===== config.mk =====
export PLATFORM = sky130hd
export DESIGN_NAME = bdq_ctrl
export DESIGN_NICKNAME = d
export VERILOG_FILES = /design/src/bdq_pkg.sv /design/src/bdq_ctrl.sv
export SDC_FILE = /design/constraint.sdc
export NUM_CORES = 1
export LEC_CHECK = 0
export BUFFER_PORTS_ARGS = -buffer_cell sky130_fd_sc_hd__buf_2
export CORE_AREA = 5 5 42 44
export CTS_CLUSTER_SIZE = 12
export DETAILED_ROUTE_END_ITERATION = 10
export DIE_AREA = 0 0 47 49
export HOLD_SLACK_MARGIN = 0.03
export PLACE_DENSITY = 0.3
export SYNTH_ARGS = -nofsm -noshare
export SYNTH_HDL_FRONTEND = slang
export SYNTH_SLANG_ARGS = --single-unit

===== constraint.sdc =====
create_clock -name clk -period 1.5 [get_ports clk]
set_input_delay 0.15 -clock clk [delete_from_list [all_inputs] [get_ports clk]]
set_output_delay 0.15 -clock clk [all_outputs]
set_load 0.1 [all_outputs]

===== src/bdq_pkg.sv =====
// Shared types, codes and constants of the bounded double-ended queue.
package bdq_pkg;

  // Fixed field widths of the channels and the configuration register.
  localparam int OP_W    = 3;
  localparam int FIELD_W = 32;
  localparam int CAP_W   = 11;

  // Defaults for the top-level parameters.
  localparam int DEFAULT_STORE_DEPTH = 1024;
  localparam int DEFAULT_WORD_WIDTH  = 32;

  // Capacity after reset.
  localparam logic [CAP_W-1:0] CAP_RESET = 11'd1024;

  // Operation codes; the unused codes behave as a query.
  localparam logic [OP_W-1:0] OP_PUSH_FRONT = 3'd0;
  localparam logic [OP_W-1:0] OP_PUSH_BACK  = 3'd1;
  localparam logic [OP_W-1:0] OP_POP_FRONT  = 3'd2;
  localparam logic [OP_W-1:0] OP_POP_BACK   = 3'd3;
  localparam logic [OP_W-1:0] OP_QUERY      = 3'd4;

  // Controller states.
  typedef enum logic [1:0] {
    ST_IDLE,
    ST_EXEC,
    ST_READ,
    ST_RESP
  } state_t;

  // Commands from the controller to the datapath.
  typedef struct packed {
    logic load_in;
    logic exec;
    logic read;
    logic load_out;
  } dp_cmd_t;

  // Status from the datapath to the controller.
  typedef struct packed {
    logic out_free;
  } dp_status_t;

endpackage


===== src/bdq_ctrl.sv =====
// Controller state machine that sequences one item through the datapath.
module bdq_ctrl (
  input  logic                clk,
  input  logic                rst_n,
  input  logic                in_valid,
  output logic                in_ready,
  input  bdq_pkg::dp_status_t status,
  output bdq_pkg::dp_cmd_t    cmd
);

  bdq_pkg::state_t state_r;
  bdq_pkg::state_t state_nxt;

  // State register.
  always_ff @(posedge clk) begin
    if (!rst_n) begin
      state_r <= bdq_pkg::ST_IDLE;
    end else begin
      state_r <= state_nxt;
    end
  end

  // Next state: accept, update, read the ends, then hand over the result.
  always_comb begin
    state_nxt = state_r;
    case (state_r)
      bdq_pkg::ST_IDLE: begin
        if (in_valid) state_nxt = bdq_pkg::ST_EXEC;
      end
      bdq_pkg::ST_EXEC: begin
        state_nxt = bdq_pkg::ST_READ;
      end
      bdq_pkg::ST_READ: begin
        state_nxt = bdq_pkg::ST_RESP;
      end
      bdq_pkg::ST_RESP: begin
        if (status.out_free) state_nxt = bdq_pkg::ST_IDLE;
      end
      default: begin
        state_nxt = bdq_pkg::ST_IDLE;
      end
    endcase
  end

  // Outputs decoded from the current state.
  always_comb begin
    in_ready     = 1'b0;
    cmd          = '0;
    case (state_r)
      bdq_pkg::ST_IDLE: begin
        in_ready    = 1'b1;
        cmd.load_in = in_valid;
      end
      bdq_pkg::ST_EXEC: begin
        cmd.exec = 1'b1;
      end
      bdq_pkg::ST_READ: begin
        cmd.read = 1'b1;
      end
      bdq_pkg::ST_RESP: begin
        cmd.load_out = status.out_free;
      end
      default: begin
        in_ready = 1'b0;
      end
    endcase
  end

endmodule


# Word-level counts from Yosys, hierarchy flattened
# Cells that the tools add are included.
[totals] wordCells=16 out_inout_bits=5 ff_bits=2 input_bits=4
[classes] eq_ne=5 reduce_logical=2 n_mux=8
[ops] cell="2-bit case mux with 4 select lines" n=1
[ops] cell="1-bit 2-to-1 mux" n=5
[ops] cell="2-bit == test, second input constant" n=2
[ops] cell="2-bit 2-to-1 mux" n=2
[ops] cell="2-bit != test, second input constant" n=2
[ops] cell="2-bit by 1-bit == test with 1-bit output, second input constant" n=1
[ops] cell="2-bit logical NOT" n=1
[ops] cell="2-bit AND reduction" n=1

# Logic depth before layout (Yosys ltp)
# Gate-level depths: netlist of run 1.
[depth] ltp_word=3 ltp_mapped=4 ltp_nobuf=4

# Worst setup path after synthesis of run 1
# No wires, ideal clock.
[synth_timing] path_kind="register -> output" from="register state_r[0]" to="output cmd[3] (netlist bit)" arrival_time_ns=2.109 t_required_ns=1.350 slack_ns=-0.759 path_stages_with_launch=4 path_cell_list="dfxtp_1 -> inv_1 -> ha_1 -> and2_1"
[synth_rtl] element="from (decl)" line_no="bdq_ctrl.sv:11" text="bdq_pkg::state_t state_r;"
[synth_rtl] element="from (signal assigned)" line_no="bdq_ctrl.sv:17" text="state_r <= bdq_pkg::ST_IDLE;"
[synth_rtl] element="from (signal assigned)" line_no="bdq_ctrl.sv:19" text="state_r <= state_nxt;"
[synth_rtl] element="to (decl)" line_no="bdq_ctrl.sv:8" text="output bdq_pkg::dp_cmd_t cmd"

==> run_results.csv, run 1 <==
group,metric,value,unit
worst_setup_path,worst_setup_path_end_kind,"output port",
worst_setup_path,worst_path_max_delay_cell,"buf_2",
layout,drive_above_1_share,58.6,%
routing,drt_iter0_drc,0,
floorplanning,die_h,49,µm
clocking,cts_resized,0,
layout,largest_register,"state_r",
clocking,post_cts_buffers,0,
timing,relSlewSlack,67.7,%
layout,layout.nets,39,
logic_synthesis,ys_warn_count,0,
layout,fillers,160,
clocking,worstSkewPairLatency,0.22,ns
clocking,htreeDepth,1,
floorplanning,floorplan.initialDensity,12.2,%
timing,period_needed,1.40,ns
floorplanning,dieWidth,47,µm
placement,dp_hpwl,319,µm
logic_synthesis,synth.distinct_cells,11,
layout,diodes,0,
grt,track_usage,4.29,%
floorplanning,rows,14,
layout,layout_commonest_cell,"buf_2",
floorplanning,die-area,0.00230,mm²
worst_setup_path,worst-path-max-fanout,4,
clocking,cts_tree,"built",
timing,rsz0062_at_grt,"false",
layout,mostFrequentLayoutCells,"buf_2, inv_1, clkbuf_4, buf_12",
worst_setup_path,crit_arrival,1.25,ns
logic_synthesis,syn_nets,26,
timing,max_freq,714,MHz
worst_setup_path,criticalPathCategory,"flop to output port",
routing,dr.pass1.iters,1,
worst_setup_path,cp_num_buf_inv,2,
logic_synthesis,netlist_instances,18,
grt,antenna_found_initial,0,
grt,grt_pass1_vias,165,
timing,fin_skew,0.00248,ns
timing,tightest_slew,0.488,ns
routing,via_count,146,
worst_setup_path,critPathRequiredTime,1.35,ns
worst_setup_path,path_cells,"inv_1 > ha_2 > buf_2",
routing,wirelength,367,µm
timing,final-hold-violation-count,0,
layout,largestRegisters,"state_r x2",
floorplanning,core-area,0.00140,mm²
routing,via_per_inst,3.24,
logic_synthesis,syn_area,171,µm²
timing,final-max-slew-violation-count,0,
worst_setup_path,cp-start-kind,"flop",
routing,final_antenna_net_count,0,
layout,largest_reg_flops,2,
routing,drc,0,
grt,overflow,0,
timing,setup_viol,0,
timing,finalCritPeriodShare,93.4,%
worst_setup_path,crit_family,"buffers and inverters",
clocking,cts_buffer_depth,2,
worst_setup_path,cp_slowest_stage_delay,0.42,ns
clocking,cts_inserted_buffers,3,
job,maxCapViolations,0,
clocking,clkTransAtPathRegs,0.03,ns
clocking,cts_sinks,2,
routing,routedWlPerCell,8.16,µm
timing,fin_hold_ws,0.211,ns
placement,io_buffers,8,
grt,grt_pass1_wl,676,µm
placement,place_congestion,0.607,
hold_path,hp-class,"primary input to flop",
clocking,postCtsHoldBufs,0,
logic_synthesis,ys_seq_area_share,23.4,%
logic_synthesis,syn_avg_cell_area,9.52,µm²
logic_synthesis,ys_ff_latch,2,
grt,grt_max_degree,5,
status,status,"finished, final reports clean",
clocking,clockRootBuffer,"clkbuf_4",
layout,area_growth,78.8,%
floorplanning,num_io_pins,9,
-- synthesized netlist by cell type --
master,number,area share [%]
o31a_1,1,5.1
ha_1,4,29
nand2_1,2,4.4
a21oi_2,1,5.1
mux2i_1,1,5.8
o21a_1,1,4.4
inv_1,3,6.6
nor2b_4,1,8.0
and2_2,1,4.4
and2_1,1,3.7
dfxtp_1,2,23
-- layout make-up --
type / count / area [µm²] / area share (%)
repair buffers: 8 / 85.1 / 27.8
well taps: 16 / 20.0 / 6.53
multi-input cells: 13 / 128 / 41.6
clock buffers: 3 / 22.5 / 7.35
flip-flops and latches: 2 / 40.0 / 13.1
inverters: 3 / 11.3 / 3.67
-- metal layers --
metal | share of wire [%] | track usage (%) | vias up
met1 | 44 | 4.81 | 60
li1 | - | - | 81
met5 | 0 | 0 | -
met2 | 42 | 4.98 | 5
met4 | 0 | 2.76 | 0
met3 | 13 | 4.06 | 0
-- through the flow --
step | util [%] | cells | setup slack (ns) | cell area (µm²) | setup TNS [ns]
after floorplan | - | 18 | -0.0344 | 179 | -0.0344
after global placement | 20.3 | 42 | 0.323 | 284 | 0
after detailed placement | 20.3 | 42 | 0.299 | 284 | 0
after CTS | 21.9 | 45 | 0.0813 | 307 | 0
after global routing | 21.9 | 45 | 0.0241 | 307 | 0
final | 21.9 | 45 | 0.0991 | 307 | 0
-- cells by family (layout without fill, tap and decap cells) --
logic type	Yosys count	count (layout)	share of synthesized area, %
and+or+nand+nor	5	5	20.4
AOI/OAI and AO/OA	3	3	14.6
DFF	2	2	23.4
muxes	1	1	5.84
buffers and inverters	3	14	6.57
adders and majority gates	4	4	29.2
-- final timing paths --
kind | slack, ns | endpoint | start | cells after the start
max | 0.1 | cmd[1] | state_r[0]$_SDFFE_PN0P_ | 3
min | 0.21 | state_r[1]$_SDFFE_PN0P_ | rst_n | 3
max reg2reg | 0.31 | state_r[0]$_SDFFE_PN0P_ | state_r[0]$_SDFFE_PN0P_ | 4
min reg2reg | 0.51 | state_r[1]$_SDFFE_PN0P_ | state_r[1]$_SDFFE_PN0P_ | 2
-- worst min-delay path, stage by stage --
cell and delay (ns):
buf_2 0.11, nand2_1 0.06, mux2i_1 0.06
Power of run 1 is not shown: default switching activity piles up to over one toggle a cycle in this logic, so the estimate is an artifact.
==> run 2, diff against run 1 <==
PLACE_DENSITY = not set   (was 0.3)
==> run 2 against run 1 <==
Compared with the run above: non-clock buffer count stayed put; fmax is 1.5% higher; first-iteration DRC count stayed put; via count is 6.2% higher; routed wire length is 3.5% lower; critical path depth stayed put; cell area stayed put; die area stayed put; final cell count stayed put; worst setup slack better by 0.020 ns; critical endpoint unchanged.
==> run_results.csv, run 2 (synthesis results as in run 1) <==
group,metric,value,unit
status,status,"finished, final reports clean",
grt,antenna_found_initial,0,
floorplanning,die_h,49,µm
worst_setup_path,cp_num_buf_inv,2,
worst_setup_path,cp_slowest_stage_delay,0.42,ns
clocking,htreeDepth,1,
routing,routedWlPerCell,7.87,µm
layout,diodes,0,
timing,final-hold-violation-count,0,
timing,finalCritPeriodShare,92.1,%
layout,largestRegisters,"state_r x2",
worst_setup_path,crit_family,"buffers and inverters",
clocking,worstSkewPairLatency,0.22,ns
grt,overflow,0,
routing,wirelength,354,µm
layout,seqCellArea,40.0,µm²
layout,utilization,21.9,%
job,maxCapViolations,0,
worst_setup_path,worst-path-max-fanout,4,
routing,dr.pass1.iters,1,
timing,rsz0062_at_grt,"false",
placement,dp_hpwl,315,µm
layout,drive_above_1_share,58.6,%
clocking,clkTransAtPathRegs,0.03,ns
placement,place_congestion,0.631,
timing,max_freq,724,MHz
layout,mostFrequentLayoutCells,"buf_2, inv_1, clkbuf_4, buf_12",
clocking,clockRootBuffer,"clkbuf_4",
floorplanning,core-area,0.00140,mm²
routing,drt_iter0_drc,0,
placement,io_buffers,8,
clocking,cts_tree,"built",
clocking,postCtsHoldBufs,0,
clocking,cts_resized,0,
grt,grt_max_degree,5,
floorplanning,floorplan.initialDensity,12.2,%
routing,via_count,155,
layout,layout.nets,39,
layout,multi_input_area,128,µm²
layout,fillers,163,
worst_setup_path,worst_setup_path_end_kind,"output port",
worst_setup_path,path_cells,"inv_1 > ha_2 > buf_2",
grt,track_usage,3.87,%
worst_setup_path,critPathRequiredTime,1.35,ns
floorplanning,rows,14,
timing,tightest_slew,0.491,ns
layout,layout_commonest_cell,"buf_2",
routing,drc,0,
clocking,cts_inserted_buffers,3,
timing,final-max-slew-violation-count,0,
timing,setup_viol,0,
grt,grt_pass1_vias,150,
grt,grt_pass1_wl,545,µm
floorplanning,die-area,0.00230,mm²
routing,final_antenna_net_count,0,
hold_path,hp-class,"primary input to flop",
layout,largest_register,"state_r",
layout,largest_reg_flops,2,
floorplanning,dieWidth,47,µm
worst_setup_path,crit_arrival,1.23,ns
worst_setup_path,cp-start-kind,"flop",
routing,via_per_inst,3.44,
timing,relSlewSlack,67.5,%
clocking,cts_buffer_depth,2,
floorplanning,num_io_pins,9,
worst_setup_path,criticalPathCategory,"flop to output port",
timing,fin_skew,0.000606,ns
timing,period_needed,1.38,ns
layout,area_growth,78.8,%
timing,fin_tns_setup,0,ns
worst_setup_path,worst_path_max_delay_cell,"buf_2",
clocking,post_cts_buffers,0,
clocking,cts_sinks,2,
run 2: cell counts in the layout (fill, tap and decap cells not counted):
No cell type changed its count.
run 2: layer usage:
layer,wire (µm),track usage [%]
met1,114,2.85
met4,0,5.53
met3,64,4.06
met2,175,4.30
met5,0,0
run 2: final timing paths:
kind | start | end | slack, ns | cells after the start
worst max-delay path | state_r[0]$_SDFFE_PN0P_ | cmd[1] | 0.12 | 3
worst min-delay path | rst_n | state_r[1]$_SDFFE_PN0P_ | 0.21 | 3
worst max register to register | state_r[0]$_SDFFE_PN0P_ | state_r[0]$_SDFFE_PN0P_ | 0.32 | 4
worst min register to register | state_r[1]$_SDFFE_PN0P_ | state_r[1]$_SDFFE_PN0P_ | 0.49 | 2
run 2: final cells by class:
| type | instances | area share [%] |
|---|---|---|
| well taps | 16 | 6.53 |
| inverters | 3 | 3.67 |
| multi-input cells | 13 | 41.6 |
| flip-flops and latches | 2 | 13.1 |
| repair buffers | 8 | 27.8 |
| clock buffers | 3 | 7.35 |
run 2: metrics by stage:
step                hold slack (ns)  instances  worst slack (ns)  instance area [µm²]
detailed placement            0.442         42             0.309                  284
global placement              0.439         42             0.336                  284
floorplan                     0.296         18           -0.0344                  179
CTS                           0.202         45            0.0980                  307
global route                  0.210         45            0.0372                  307
finish                        0.209         45             0.119                  307
run 2: worst reg2reg max path: stages (launching register included):
cell	delay [ns]
dfxtp_1	0.36
inv_1	0.08
ha_2	0.22
o31a_1	0.30
o21a_1	0.10
Power of run 2 is left out for the same reason.
==> run 3, diff against run 2 <==
BUFFER_PORTS_ARGS = -buffer_cell sky130_fd_sc_hd__buf_4   (was -buffer_cell sky130_fd_sc_hd__buf_2)
==> run 3 against run 2 <==
Compared with the run above: flip-flop and latch count unchanged; global-route usage fell by 0.28 points; utilization shrank 1.8 points; clock skew is essentially flat; register-to-register slack improved by 0.02 ns; fmax is 2.3% lower; worst hold slack gained 0.019 ns; non-clock buffer count unchanged; largest cell class unchanged; first-iteration DRC count unchanged; cell area fell by 8.2%; critical path type unchanged; highest routed layer unchanged; worst setup slack got worse by 0.032 ns; routed wire length is 1.4% higher.
==> run_results.csv, run 3 (synthesis results as in run 1) <==
group,metric,value,unit
timing,final-max-slew-violation-count,0,
floorplanning,num_io_pins,9,
routing,final_antenna_net_count,0,
timing,rsz0062_at_grt,"false",
floorplanning,dieWidth,47,µm
floorplanning,die_h,49,µm
layout,largest_register,"state_r",
clocking,worstSkewPairLatency,0.22,ns
worst_setup_path,criticalPathCategory,"flop to output port",
timing,max_freq,708,MHz
clocking,cts_buffer_depth,2,
clocking,cts_sinks,2,
layout,drive_above_1_share,58.6,%
clocking,post_cts_buffers,0,
timing,final-hold-violation-count,0,
grt,track_usage,3.59,%
worst_setup_path,worst_setup_path_end_kind,"output port",
timing,tightest_slew,0.281,ns
worst_setup_path,worst_path_max_delay_cell,"dfxtp_1",
worst_setup_path,cp_num_buf_inv,2,
clocking,postCtsHoldBufs,0,
clocking,cts_tree,"built",
hold_path,min_path_cells,3,
worst_setup_path,crit_family,"buffers and inverters",
timing,finalCritPeriodShare,94.2,%
placement,place_congestion,0.691,
floorplanning,core-area,0.00140,mm²
layout,diodes,0,
clocking,clockRootBuffer,"clkbuf_4",
grt,overflow,0,
routing,via_per_inst,3.22,
worst_setup_path,cp_num_cells,4,
worst_setup_path,cp_slowest_stage_delay,0.33,ns
timing,period_needed,1.41,ns
timing,setup_viol,0,
worst_setup_path,cp-start-kind,"flop",
job,maxCapViolations,0,
routing,drt_iter0_drc,0,
grt,antenna_found_initial,0,
hold_path,hp-class,"primary input to flop",
timing,fin_hold_ws,0.228,ns
grt,grt_pass1_vias,142,
layout,fillers,160,
grt,grt_pass1_wl,524,µm
timing,fin_skew,0.00108,ns
floorplanning,die-area,0.00230,mm²
floorplanning,floorplan.initialDensity,12.2,%
layout,area_growth,64.2,%
clocking,clkTransAtPathRegs,0.03,ns
clocking,htreeDepth,1,
routing,wirelength,359,µm
worst_setup_path,worst-path-max-fanout,4,
layout,largest_reg_flops,2,
clocking,cts_inserted_buffers,3,
clocking,cts_resized,0,
worst_setup_path,path_cells,"inv_1 > ha_2 > and2_4 > buf_4",
layout,multi_input_area,128,µm²
grt,grt_max_degree,5,
routing,routedWlPerCell,7.98,µm
worst_setup_path,reg2regPathDepth,4,
routing,dr.pass1.iters,1,
worst_setup_path,critPathRequiredTime,1.35,ns
layout,layout.nets,39,
layout,mostFrequentLayoutCells,"buf_4, inv_1, clkbuf_4",
worst_setup_path,crit_arrival,1.26,ns
routing,drc,0,
layout,largestRegisters,"state_r x2",
layout,seqCellArea,40.0,µm²
layout,layout_commonest_cell,"buf_4",
placement,io_buffers,8,
status,status,"finished, final reports clean",
floorplanning,rows,14,
routing,via_count,145,
timing,relSlewSlack,81.4,%
==> run 3: cell counts in the layout (fill, tap and decap cells not counted) <==
Identical to the previous run, type by type.
==> run 3: worst paths after layout <==
kind	from	to	slack [ns]
setup / recovery	state_r[0]$_SDFFE_PN0P_	cmd[3]	0.09
hold / removal	rst_n	state_r[1]$_SDFFE_PN0P_	0.23
setup reg to reg	state_r[0]$_SDFFE_PN0P_	state_r[0]$_SDFFE_PN0P_	0.34
hold reg to reg	state_r[1]$_SDFFE_PN0P_	state_r[1]$_SDFFE_PN0P_	0.51
==> run 3: routing by layer <==
layer	GRT usage (%)	vias to the layer above	wire length, µm
met5	0	-	0
met3	2.58	0	73
met1	3.29	58	131
met4	4.15	0	0
met2	4.52	8	154
li1	-	79	-
==> run 3: stage by stage <==
| step | cells | setup TNS (ns) | area (µm²) | worst slack (ns) | utilization (%) |
|---|---|---|---|---|---|
| global placement | 42 | 0 | 259 | 0.317 | 18.5 |
| detailed placement | 42 | 0 | 259 | 0.311 | 18.5 |
| finish | 45 | 0 | 282 | 0.0869 | 20.1 |
| global route | 45 | 0 | 282 | 0.0144 | 20.1 |
| floorplan | 18 | -0.0344 | 179 | -0.0344 | - |
| CTS | 45 | 0 | 282 | 0.0663 | 20.1 |
==> run 3: cell type report <==
class / instances / area share [%]
inverters: 3 / 4.00
well taps: 16 / 7.11
repair buffers: 8 / 21.3
flip-flops and latches: 2 / 14.2
multi-input cells: 13 / 45.3
clock buffers: 3 / 8.00
==> run 3: worst min-delay path: stages <==
cell and delay, ns:
buf_4 0.12, nand2_1 0.05, mux2i_1 0.06
Power of run 3 is left out for the same reason.
